<file path="config.mk">
export PLATFORM = sky130hd
export DESIGN_NAME = trimmed_mean_level_change_core
export DESIGN_NICKNAME = d
export VERILOG_FILES = /design/src/hw/rtl/tmlc_pkg.sv /design/src/hw/rtl/tmlc_window_mem.sv /design/src/hw/rtl/tmlc_rank_sum.sv /design/src/hw/rtl/tmlc_level_calc.sv /design/src/hw/rtl/trimmed_mean_level_change_core.sv
export SDC_FILE = /design/constraint.sdc
export NUM_CORES = 2
export LEC_CHECK = 0
export BUFFER_PORTS_ARGS = -buffer_cell sky130_fd_sc_hd__buf_2
export CORE_MARGIN = 5
export CORE_UTILIZATION = 58
export DETAILED_ROUTE_END_ITERATION = 6
export PLACE_DENSITY = 0.85
export SYNTH_ARGS = -nofsm -noshare
export SYNTH_HDL_FRONTEND = slang
export SYNTH_SLANG_ARGS = --single-unit
</file>
<file path="constraint.sdc">
create_clock -name clk -period 6.5 [get_ports clk]
set_input_delay 0.975 -clock clk [delete_from_list [all_inputs] [get_ports clk]]
set_output_delay 0.975 -clock clk [all_outputs]
set_load 0.01 [all_outputs]
</file>
<file path="src/hw/rtl/tmlc_pkg.sv">
package tmlc_pkg;

    // Window geometry and trim.
    localparam int WINDOW = 20;
    localparam int TRIM   = 5;
    localparam int DATA_W = 16;
    localparam int IDX_W  = $clog2(WINDOW);

    // When the trim would leave nothing, it shrinks so that one or two samples remain.
    localparam int LO  = (2 * TRIM >= WINDOW) ? (WINDOW - 1) / 2 : TRIM;
    localparam int HI  = WINDOW - LO;
    localparam int MID = HI - LO;

    localparam int SUM_W = DATA_W + $clog2(MID);

    // Scale to Q8 centimetres: level = (sum * LEVEL_MULT) >> SCALE_SHIFT.
    localparam int LEVEL_MULT  = 285213 / MID;
    localparam int MULT_W      = $clog2(LEVEL_MULT + 1);
    localparam int SCALE_SHIFT = 16;

    localparam int LEVEL_W  = 19;
    localparam int CHANGE_W = 20;
    localparam int INTAKE_W = 28;
    localparam int CFG_W    = 16;

    localparam int SCALE_W = (SUM_W + MULT_W > SCALE_SHIFT + LEVEL_W) ?
                             SUM_W + MULT_W : SCALE_SHIFT + LEVEL_W;

    localparam int AREA_SHIFT    = 8;
    localparam int INTAKE_PROD_W = CHANGE_W + CFG_W + 1;

    // Configuration register indexes.
    localparam int CFG_IDX_W = 1;
    localparam logic [CFG_IDX_W-1:0] CFG_TOLERANCE = 1'b0;
    localparam logic [CFG_IDX_W-1:0] CFG_AREA      = 1'b1;

    localparam logic [CFG_W-1:0] TOLERANCE_RESET = 16'd128;
    localparam logic [CFG_W-1:0] AREA_RESET      = 16'd9856;

    typedef struct packed {
        logic [LEVEL_W-1:0]         level;
        logic                       is_new_level;
        logic                       alert;
        logic signed [CHANGE_W-1:0] change;
        logic signed [INTAKE_W-1:0] intake;
    } tmlc_result_t;

endpackage

</file>
<file path="src/hw/rtl/tmlc_window_mem.sv">
module tmlc_window_mem (
    input  logic                        clk,
    input  logic                        we,
    input  logic [tmlc_pkg::IDX_W-1:0]  waddr,
    input  logic [tmlc_pkg::DATA_W-1:0] wdata,
    input  logic [tmlc_pkg::IDX_W-1:0]  raddr_a,
    input  logic [tmlc_pkg::IDX_W-1:0]  raddr_b,
    output logic [tmlc_pkg::DATA_W-1:0] rdata_a,
    output logic [tmlc_pkg::DATA_W-1:0] rdata_b
);
    import tmlc_pkg::*;

    logic [DATA_W-1:0] mem [WINDOW];

    always_ff @(posedge clk)
    begin
        if (we)
        begin
            mem[waddr] <= wdata;
        end
        rdata_a <= mem[raddr_a];
        rdata_b <= mem[raddr_b];
    end

endmodule

</file>
<file path="src/hw/rtl/tmlc_rank_sum.sv">
module tmlc_rank_sum (
    input  logic                        clk,
    input  logic                        rst_n,
    input  logic                        start,
    input  logic [tmlc_pkg::DATA_W-1:0] rdata_a,
    input  logic [tmlc_pkg::DATA_W-1:0] rdata_b,
    output logic [tmlc_pkg::IDX_W-1:0]  raddr_a,
    output logic [tmlc_pkg::IDX_W-1:0]  raddr_b,
    output logic                        busy,
    output logic                        done,
    output logic [tmlc_pkg::SUM_W-1:0]  sum
);
    import tmlc_pkg::*;

    typedef enum logic [2:0] {R_IDLE, R_PIVOT, R_SCAN, R_LAST, R_ADD} rank_state_t;

    rank_state_t       state_reg;
    logic [IDX_W-1:0]  piv_reg;
    logic [IDX_W-1:0]  scan_reg;
    logic              cmp_vld_reg;
    logic [IDX_W-1:0]  cmp_idx_reg;
    logic [IDX_W-1:0]  rank_reg;
    logic [SUM_W-1:0]  sum_reg;
    logic              done_reg;
    logic              less;
    logic              in_mid;

    // Port A holds the pivot for the whole scan; port B streams the window past it.
    assign raddr_a = piv_reg;
    assign raddr_b = scan_reg;

    // Equal samples are ordered by position, so every sample gets a distinct rank.
    assign less = (rdata_b < rdata_a) || ((rdata_b == rdata_a) && (cmp_idx_reg < piv_reg));

    assign in_mid = ({1'b0, rank_reg} >= (IDX_W + 1)'(LO)) &&
                    ({1'b0, rank_reg} <  (IDX_W + 1)'(HI));

    always_ff @(posedge clk or negedge rst_n)
    begin
        if (!rst_n)
        begin
            state_reg   <= R_IDLE;
            piv_reg     <= '0;
            scan_reg    <= '0;
            cmp_vld_reg <= 1'b0;
            cmp_idx_reg <= '0;
            rank_reg    <= '0;
            sum_reg     <= '0;
            done_reg    <= 1'b0;
        end
        else
        begin
            done_reg    <= 1'b0;
            cmp_vld_reg <= (state_reg == R_SCAN);
            cmp_idx_reg <= scan_reg;
            if (cmp_vld_reg && less)
            begin
                rank_reg <= rank_reg + 1'b1;
            end
            case (state_reg)
                R_IDLE:
                begin
                    if (start)
                    begin
                        piv_reg   <= '0;
                        sum_reg   <= '0;
                        state_reg <= R_PIVOT;
                    end
                end
                R_PIVOT:
                begin
                    rank_reg  <= '0;
                    scan_reg  <= '0;
                    state_reg <= R_SCAN;
                end
                R_SCAN:
                begin
                    if (scan_reg == IDX_W'(WINDOW - 1))
                    begin
                        state_reg <= R_LAST;
                    end
                    else
                    begin
                        scan_reg <= scan_reg + 1'b1;
                    end
                end
                R_LAST:
                begin
                    state_reg <= R_ADD;
                end
                R_ADD:
                begin
                    if (in_mid)
                    begin
                        sum_reg <= sum_reg + SUM_W'(rdata_a);
                    end
                    if (piv_reg == IDX_W'(WINDOW - 1))
                    begin
                        done_reg  <= 1'b1;
                        state_reg <= R_IDLE;
                    end
                    else
                    begin
                        piv_reg   <= piv_reg + 1'b1;
                        state_reg <= R_PIVOT;
                    end
                end
                default:
                begin
                    state_reg <= R_IDLE;
                end
            endcase
        end
    end

    assign busy = (state_reg != R_IDLE);
    assign done = done_reg;
    assign sum  = sum_reg;

endmodule

</file>
<file path="src/hw/rtl/tmlc_level_calc.sv">
module tmlc_level_calc (
    input  logic                       clk,
    input  logic                       rst_n,
    input  logic                       start,
    input  logic [tmlc_pkg::SUM_W-1:0] sum,
    input  logic [tmlc_pkg::CFG_W-1:0] tolerance,
    input  logic [tmlc_pkg::CFG_W-1:0] area,
    input  logic                       out_free,
    output logic                       busy,
    output logic                       res_vld,
    output tmlc_pkg::tmlc_result_t     result
);
    import tmlc_pkg::*;

    typedef enum logic [2:0] {P_IDLE, P_LEVEL, P_CHANGE, P_INTAKE, P_HOLD} post_state_t;

    post_state_t                     state_reg;
    logic [SCALE_W-1:0]              scale_reg;
    logic [LEVEL_W-1:0]              level_reg;
    logic [LEVEL_W-1:0]              old_level_reg;
    logic                            phase_reg;
    logic                            is_new_reg;
    logic                            alert_reg;
    logic signed [CHANGE_W-1:0]      change_reg;
    logic signed [INTAKE_PROD_W-1:0] prod_reg;
    logic signed [CHANGE_W-1:0]      diff;
    logic [CHANGE_W-1:0]             mag;

    assign diff = $signed({1'b0, old_level_reg}) - $signed({1'b0, level_reg});
    assign mag  = change_reg[CHANGE_W-1] ? CHANGE_W'(-change_reg) : CHANGE_W'(change_reg);

    always_ff @(posedge clk or negedge rst_n)
    begin
        if (!rst_n)
        begin
            state_reg     <= P_IDLE;
            scale_reg     <= '0;
            level_reg     <= '0;
            old_level_reg <= '0;
            phase_reg     <= 1'b0;
            is_new_reg    <= 1'b0;
            alert_reg     <= 1'b0;
            change_reg    <= '0;
            prod_reg      <= '0;
        end
        else
        begin
            case (state_reg)
                P_IDLE:
                begin
                    if (start)
                    begin
                        scale_reg <= SCALE_W'(sum) * SCALE_W'(LEVEL_MULT);
                        state_reg <= P_LEVEL;
                    end
                end
                P_LEVEL:
                begin
                    level_reg <= scale_reg[SCALE_SHIFT +: LEVEL_W];
                    state_reg <= P_CHANGE;
                end
                P_CHANGE:
                begin
                    if (phase_reg)
                    begin
                        change_reg <= diff;
                        is_new_reg <= 1'b1;
                        phase_reg  <= 1'b0;
                    end
                    else
                    begin
                        old_level_reg <= level_reg;
                        change_reg    <= '0;
                        is_new_reg    <= 1'b0;
                        phase_reg     <= 1'b1;
                    end
                    state_reg <= P_INTAKE;
                end
                P_INTAKE:
                begin
                    // The signed product shifted right rounds towards minus infinity.
                    prod_reg  <= change_reg * $signed({1'b0, area});
                    alert_reg <= is_new_reg && (mag <= CHANGE_W'(tolerance));
                    state_reg <= P_HOLD;
                end
                P_HOLD:
                begin
                    if (out_free)
                    begin
                        state_reg <= P_IDLE;
                    end
                end
                default:
                begin
                    state_reg <= P_IDLE;
                end
            endcase
        end
    end

    assign busy    = (state_reg != P_IDLE);
    assign res_vld = (state_reg == P_HOLD);

    always_comb
    begin
        result.level        = level_reg;
        result.is_new_level = is_new_reg;
        result.alert        = alert_reg;
        result.change       = change_reg;
        result.intake       = prod_reg[AREA_SHIFT +: INTAKE_W];
    end

endmodule

</file>
<file path="src/hw/rtl/trimmed_mean_level_change_core.sv">
// Result path: once the last item of a window is accepted, the rank scan runs, then u_calc
// steps through P_LEVEL, P_CHANGE, P_INTAKE and P_HOLD, and out_valid_reg drives out_valid.
// Input: 20 items are taken one per cycle, then the input stalls while both run (longer while a
// result waits at a stalled output); the rank scan, a window pass per pivot, dominates.
// Reset: asynchronous, active low; clears counters, phase, old level and restores
// tolerance 128 and area 9856. The window memory is not cleared.
module trimmed_mean_level_change_core (
    input  logic                                 clk,
    input  logic                                 rst_n,
    input  logic                                 in_valid,
    output logic                                 in_stall,
    input  logic [tmlc_pkg::DATA_W-1:0]          echo_us,
    output logic                                 out_valid,
    input  logic                                 out_stall,
    output logic [tmlc_pkg::LEVEL_W-1:0]         level_q8,
    output logic                                 is_new_level,
    output logic                                 alert,
    output logic signed [tmlc_pkg::CHANGE_W-1:0] change_q8,
    output logic signed [tmlc_pkg::INTAKE_W-1:0] intake_q8,
    input  logic                                 cfg_we,
    input  logic [tmlc_pkg::CFG_IDX_W-1:0]       cfg_index,
    input  logic [tmlc_pkg::CFG_W-1:0]           cfg_data
);
    import tmlc_pkg::*;

    logic [CFG_W-1:0]  tolerance_reg;
    logic [CFG_W-1:0]  area_reg;
    logic [IDX_W-1:0]  count_reg;
    logic              out_valid_reg;
    tmlc_result_t      out_res_reg;

    logic              in_accept;
    logic              window_full;
    logic [IDX_W-1:0]  raddr_a;
    logic [IDX_W-1:0]  raddr_b;
    logic [DATA_W-1:0] rdata_a;
    logic [DATA_W-1:0] rdata_b;
    logic              rank_busy;
    logic              rank_done;
    logic [SUM_W-1:0]  rank_sum;
    logic              post_busy;
    logic              post_vld;
    logic              out_free;
    tmlc_result_t      post_res;

    assign in_stall    = rank_busy | rank_done | post_busy;
    assign in_accept   = in_valid && !in_stall;
    assign window_full = in_accept && (count_reg == IDX_W'(WINDOW - 1));
    assign out_free    = !out_valid_reg || !out_stall;

    always_ff @(posedge clk or negedge rst_n)
    begin
        if (!rst_n)
        begin
            tolerance_reg <= TOLERANCE_RESET;
            area_reg      <= AREA_RESET;
        end
        else if (cfg_we)
        begin
            case (cfg_index)
                CFG_TOLERANCE: tolerance_reg <= cfg_data;
                CFG_AREA:      area_reg      <= cfg_data;
                default:       ;
            endcase
        end
    end

    always_ff @(posedge clk or negedge rst_n)
    begin
        if (!rst_n)
        begin
            count_reg <= '0;
        end
        else if (in_accept)
        begin
            count_reg <= window_full ? '0 : count_reg + 1'b1;
        end
    end

    tmlc_window_mem u_mem (
        .clk     (clk),
        .we      (in_accept),
        .waddr   (count_reg),
        .wdata   (echo_us),
        .raddr_a (raddr_a),
        .raddr_b (raddr_b),
        .rdata_a (rdata_a),
        .rdata_b (rdata_b)
    );

    tmlc_rank_sum u_rank (
        .clk     (clk),
        .rst_n   (rst_n),
        .start   (window_full),
        .rdata_a (rdata_a),
        .rdata_b (rdata_b),
        .raddr_a (raddr_a),
        .raddr_b (raddr_b),
        .busy    (rank_busy),
        .done    (rank_done),
        .sum     (rank_sum)
    );

    tmlc_level_calc u_calc (
        .clk       (clk),
        .rst_n     (rst_n),
        .start     (rank_done),
        .sum       (rank_sum),
        .tolerance (tolerance_reg),
        .area      (area_reg),
        .out_free  (out_free),
        .busy      (post_busy),
        .res_vld   (post_vld),
        .result    (post_res)
    );

    always_ff @(posedge clk or negedge rst_n)
    begin
        if (!rst_n)
        begin
            out_valid_reg <= 1'b0;
        end
        else if (out_free)
        begin
            out_valid_reg <= post_vld;
        end
    end

    always_ff @(posedge clk)
    begin
        if (out_free && post_vld)
        begin
            out_res_reg <= post_res;
        end
    end

    assign out_valid    = out_valid_reg;
    assign level_q8     = out_res_reg.level;
    assign is_new_level = out_res_reg.is_new_level;
    assign alert        = out_res_reg.alert;
    assign change_q8    = out_res_reg.change;
    assign intake_q8    = out_res_reg.intake;

endmodule

</file>
Yosys cells after proc, flatten, opt, wreduce, memory -nomap -nowiden

Memory sizes are Yosys's and may differ from the RTL's. A register that Yosys moved wholly into a read port is not among the register bits.
Index checks and enable logic that the tools add are counted.
Widths: inputs -> output; s select.

Register bits after elaboration: 287
Latch bits: 0
RAM bits: 320
Bits in read-only memories: 0
Input bits: 38
Output and inout port bits: 71
Word-level logic and storage cells: 118
Memories kept: 1

Memory list:

| name      | words | bits a word | read ports | clocked after Yosys merged registers in | wr ports | RTL line              | text |
|---|---|---|---|---|---|---|---|
| u_mem.mem | 20    | 16          | 2          | 2                                       | 1        | tmlc_window_mem.sv:13 | `logic [DATA_W-1:0] mem [WINDOW];` |

$add $sub $neg: 7
$mul: 2
Div/mod/pow operators: 0
Order comparisons: 5
Equal/unequal tests: 19
Shifts and indexed selects: 0
Mux-type cells: 26
Bitwise gates (word level): 4
Reductions and logical operators: 28

Operators by type and width:

| kind                   | number |
|---|---|
| $mux 20                | 4 |
| $pmux 20 s2            | 1 |
| $mul 20x17->36         | 1 |
| $mul 20x15->35 const B | 1 |
| $mux 5                 | 6 |
| $pmux 3 s5             | 2 |
| $add 20x16->20         | 1 |
| $add 5x1->5 const B    | 4 |
| $le 20x16->1           | 1 |
| $neg 20->20            | 1 |
| $pmux 5 s2             | 2 |
| $sub 19x19->20         | 1 |
| $eq 16x16->1           | 1 |
| $lt 16x16->1           | 1 |
| $eq 5x5->1 const B     | 3 |
| $reduce_and 2->1       | 7 |
| $eq 3x2->1 const B     | 4 |
| $mux 3                 | 4 |
| $ne 2x2->1 const B     | 5 |
| $logic_and 1x1->1      | 7 |
| $mux 1                 | 7 |
| $eq 3x1->1 const B     | 2 |
| $eq 3x3->1 const B     | 2 |
| $logic_not 3->1        | 2 |
| other kinds (11)       | 21 |

Logic depth before layout (Yosys ltp)

Depth in word-level cells: 8
Mapped depth: 25
Mapped depth without buffers: 23

By module

A second synthesis with hierarchy kept.

Cell total of the unflattened synthesis: 4021
Area total of the unflattened synthesis: 45889.0 µm²

Modules (own cells, without submodules):

| module                         | times used | cells each | area each (µm²) |
|---|---|---|---|
| tmlc_level_calc                | 1          | 2492       | 23272.3 |
| tmlc_window_mem                | 1          | 982        | 15677.5 |
| trimmed_mean_level_change_core | 1          | 169        | 3585.9 |
| tmlc_rank_sum                  | 1          | 378        | 3353.2 |

Worst setup path after synthesis

No wires, ideal clock.

Path type: flip-flop to flip-flop
Start point: reg u_calc.change_reg[19]
End point: reg u_calc.prod_reg[35]
Library setup time: 0.124 ns
Arrival time: 6.250 ns
Required time: 6.376 ns
Slack: 0.126 ns
Cell stages (with the launch flop): 22
Buffers on the path: 2
Period minus slack after synthesis: 6.374 ns
Path through: dfrtp_1 -> clkbuf_1 -> clkbuf_1 -> nand2_1 -> fa_1 -> fa_1 -> inv_1 -> fa_1 -> fa_1 -> fa_1 -> inv_1 -> fa_1 -> inv_1 -> ha_1 -> a21o_1 -> a21o_1 -> a21o_1 -> a21o_1 -> a21o_1 -> a221oi_2 -> nor3_1 -> a211o_1

Cells in the longest elaborated chain, start to end: 1

RTL lines:

| element                  | RTL line              | text |
|---|---|---|
| start: declaration       | tmlc_level_calc.sv:24 | `logic signed [CHANGE_W-1:0] change_reg;` |
| start signal: assignment | tmlc_level_calc.sv:66 | `change_reg <= diff;` |
| $mul 20x17->36           | tmlc_level_calc.sv:82 | `prod_reg <= change_reg * $signed({1'b0, area});` |
| end signal: assignment   | tmlc_level_calc.sv:82 |  |
| end: declaration         | tmlc_level_calc.sv:25 | `logic signed [INTAKE_PROD_W-1:0] prod_reg;` |

No other way between the ends.
A chain may end at the register's enable or synchronous reset.

Worst setup path after layout

Start point: reg u_calc.change_reg[15]
End point: reg u_calc.prod_reg[25]

The elaborated chain is that of the path after synthesis.

==> flow_summary.json <==
{
  "cpMostUsedCell": "fa_1",
  "crit_chain": "and2_1 > fa_1 > inv_1 > fa_1 > fa_1 > inv_1 > fa_1 > fa_1 > inv_1 > fa_1 > inv_1 > ha_1 > and2_1 > nand3_1 > a211oi_1 > o41ai_1 > buf_4 > a31oi_1 > o21ai_1 > nor3b_1 > o31ai_1",
  "floorplan.initialDensity_pct": 58.5,
  "die_area_um2": 83800,
  "setup-violations-final": 0,
  "remaining_drc_errors": 0,
  "final.min_clock_period_ps": 6330,
  "htree_levels": 3,
  "ctsRootBufferMaster": "clkbuf_16",
  "worst_setup_path_start_kind": "register",
  "io_buf_count": 108,
  "postSynthRegisterBits": 615,
  "globalRouteTotalUtil_pct": 27.0,
  "cap_violations": 0,
  "die_width_um": 289,
  "synthToLayoutAreaGrowth_pct": 9.90,
  "detailedRoute.firstIterationViolations": 2821,
  "die_height_um": 289,
  "critical_path.max_stage_delay_ps": 570,
  "top_level_ports": 109,
  "synth.net_count": 4540,
  "largest_reg_flops": 320,
  "numCtsBuffers": 67,
  "synth.yosys.seq_area_share_pct": 37.9,
  "synth_edf_count": 389,
  "dr.pass1.iters": 5,
  "hold_viol": 0,
  "yosys_most_used_dff": "edfxtp_1",
  "timing_worst_setup_path_type": "reg -> reg",
  "netlist_instances": 3749,
  "antenna_found_initial": 5,
  "synthDistinctLibCells": 86,
  "worst_ep_required_ps": 6990,
  "crit_buf_inv": 5,
  "status": "finished clean",
  "dpl.cell_count": 4838,
  "route.final.wire_length_um": 111000,
  "worst-path-max-fanout": 12,
  "worst_clk_skew_ps": 41.8,
  "wire_per_inst_um": 22.3,
  "grt_start_max_net_pins": 96,
  "worst_ep_arrival_time_ps": 6820,
  "placement_rows": 102,
  "first_global_vias": 31191,
  "min_period_over_period_pct": 97.4,
  "route.vias.total": 29826,
  "clock_latency_ps": 620,
  "grt_remaining_overflow": 0,
  "tritoncts": "built",
  "min-delay-path-class": "in -> async",
  "fill_cells": 5467,
  "layout.nets": 4659,
  "ys.warnings.count": 0,
  "routability_congestion_estimate": 0.915,
  "floorplan_core_area_um2": 77500,
  "mappedNetlistArea_um2": 45300,
  "drive_gt1_share_pct": 15.9,
  "global_route_wire_length_before_repair_um": 174000,
  "finalMaxSlewViolations": 0,
  "drt-vias-per-instance": 6.01,
  "clock_sinks": 615,
  "rsz0062_at_grt": "yes",
  "place.detailed.hpwl_um": 79200,
  "cts_max_path_buffers": 3,
  "timing.hold.ws_ps": 361,
  "end_kind": "register",
  "achievable-frequency_mhz": 158,
  "timing.slew.headroom_pct": 8.25,
  "synth_area_per_cell_um2": 12.1,
  "antenna_violating_nets_post_route": 0,
  "stdcell_count": 4966,
  "cpLargestDelayFamily": "adder cells",
  "worst_max_slew_pin_slew_ps": 1370,
  "synthArstFlopShare_pct": 31.5,
  "cp_slowest_cell": "dfrtp_1",
  "clk_pin_slew_worst_paths_ps": 60
}
cell usage after synthesis (5+ instances only):
| master | count | area, um2 |
|---|---|---|
| o22ai_1 | 8 | 50.1 |
| a31oi_1 | 6 | 37.5 |
| xor2_1 | 34 | 298 |
| mux2_2 | 56 | 631 |
| xnor2_1 | 62 | 543 |
| nor3b_1 | 11 | 82.6 |
| or3_1 | 8 | 50.1 |
| and2_1 | 134 | 838 |
| nand4_1 | 17 | 106 |
| nand2_1 | 420 | 1580 |
| mux2i_1 | 5 | 50.1 |
| a211oi_1 | 18 | 135 |
| o31ai_1 | 23 | 173 |
| nand2b_1 | 13 | 81.3 |
| o41ai_1 | 12 | 105 |
| nor2b_1 | 14 | 87.6 |
| o21a_1 | 20 | 150 |
| and3_1 | 11 | 68.8 |
| clkbuf_1 | 120 | 450 |
| dfstp_2 | 5 | 131 |
| a21o_1 | 33 | 248 |
| edfxtp_1 | 389 | 11700 |
| a21oi_1 | 74 | 370 |
| dfrtp_1 | 189 | 4730 |
| ha_1 | 303 | 3790 |
| mux4_2 | 192 | 4320 |
| buf_2 | 22 | 110 |
| inv_1 | 675 | 2530 |
| o21ai_0 | 134 | 671 |
| nor2_1 | 92 | 345 |
| dfxtp_1 | 32 | 641 |
| buf_1 | 15 | 56.3 |
| nand3_1 | 28 | 140 |
| fa_1 | 450 | 9010 |
| or2_2 | 8 | 50.1 |
| and4_1 | 5 | 43.8 |
| o211ai_1 | 5 | 37.5 |
| nor3_1 | 23 | 115 |
metal layers:
| layer | GRT usage, % | share of wire [%] | vias to the layer above |
|---|---|---|---|
| li1 | - | - | 12834 |
| met1 | 35.3 | 37 | 15063 |
| met2 | 43.2 | 47 | 1534 |
| met3 | 6.28 | 9.8 | 393 |
| met4 | 13.1 | 5.9 | 2 |
| met5 | 0 | 0.012 | - |
through the flow:
step / TNS, ps / cell area (um2) / utilization (%) / setup WS, ps
4_1_cts: 0 / 49700 / 64.1 / 9.08
6_report: 0 / 49800 / 64.2 / 171
2_1_floorplan: 0 / 45300 / - / 126
3_3_place_gp: 0 / 47300 / 61.1 / 101
5_1_grt: -33.4 / 49800 / 64.2 / -33.4
3_5_place_dp: -121 / 47300 / 61.1 / -110
worst paths after layout:
kind	startpoint	end	slack (ps)	cells past startpoint
max	u_calc.change_reg[15]	u_calc.prod_reg[25]	170	21
min	rst_n	tolerance_reg[0]	360	1
max reg2reg	u_calc.change_reg[15]	u_calc.prod_reg[25]	170	21
min reg2reg	u_calc.prod_reg[33]	intake_q8[25]	440	0
max in group asynchronous	rst_n	u_rank.raddr_a[1]	4660	2
min in group clk	u_calc.prod_reg[33]	intake_q8[25]	440	0
kinds of logic after synthesis:
logic type / count (synthesis) / synth area share, %
xor gates and xnor gates: 96 / 1.86
and+or+nand+nor: 809 / 8.39
buffers and inverters: 836 / 7.02
muxes: 253 / 11.1
adders and majority gates: 753 / 28.3
DFF: 615 / 37.9
AOI/OAI and AO/OA: 387 / 5.46
placed cells by master (no fill, tap or decap), drive strengths merged, types with 24 or more instances in the layout:
master  netlist  routed
nand3        28      28
nor2         92      92
clkbuf      120      86
and2        135     135
a21oi        75      75
mux4        192     192
xor2         34      34
a21o         33      33
edfxtp      389     389
xnor2        62      62
o21ai       136     136
dfxtp        32      32
mux2         56      56
nor3         24      24
o31ai        24      24
inv         676     677
buf          39     208
ha          303     303
fa          450     450
nand2       421     421
clkinv        1      26
dfrtp       189     189
repair_timing:
action	4_1_cts	5_1_grt
pin swaps	0	1
gates resized for setup	3	26
hold buffers	0	0
buffers inserted	0	1
cloned	0	0
setup endpoints to repair	4	11
area by class of cell:
cell class	count	area (um2)	share of cell area [%]
repair buffers	209	1320	2.65
clock buffers	85	1800	3.63
well taps	1040	1300	2.61
flip-flops and latches	615	17200	34.6
clock inverters	38	562	1.13
multi-input cells	2298	25000	50.2
diodes	4	10.0	0.0201
inverters	677	2540	5.11
Power is left out: the tool's default activity adds up to more than one toggle a clock period on the data nets, which glitch-free logic cannot reach.
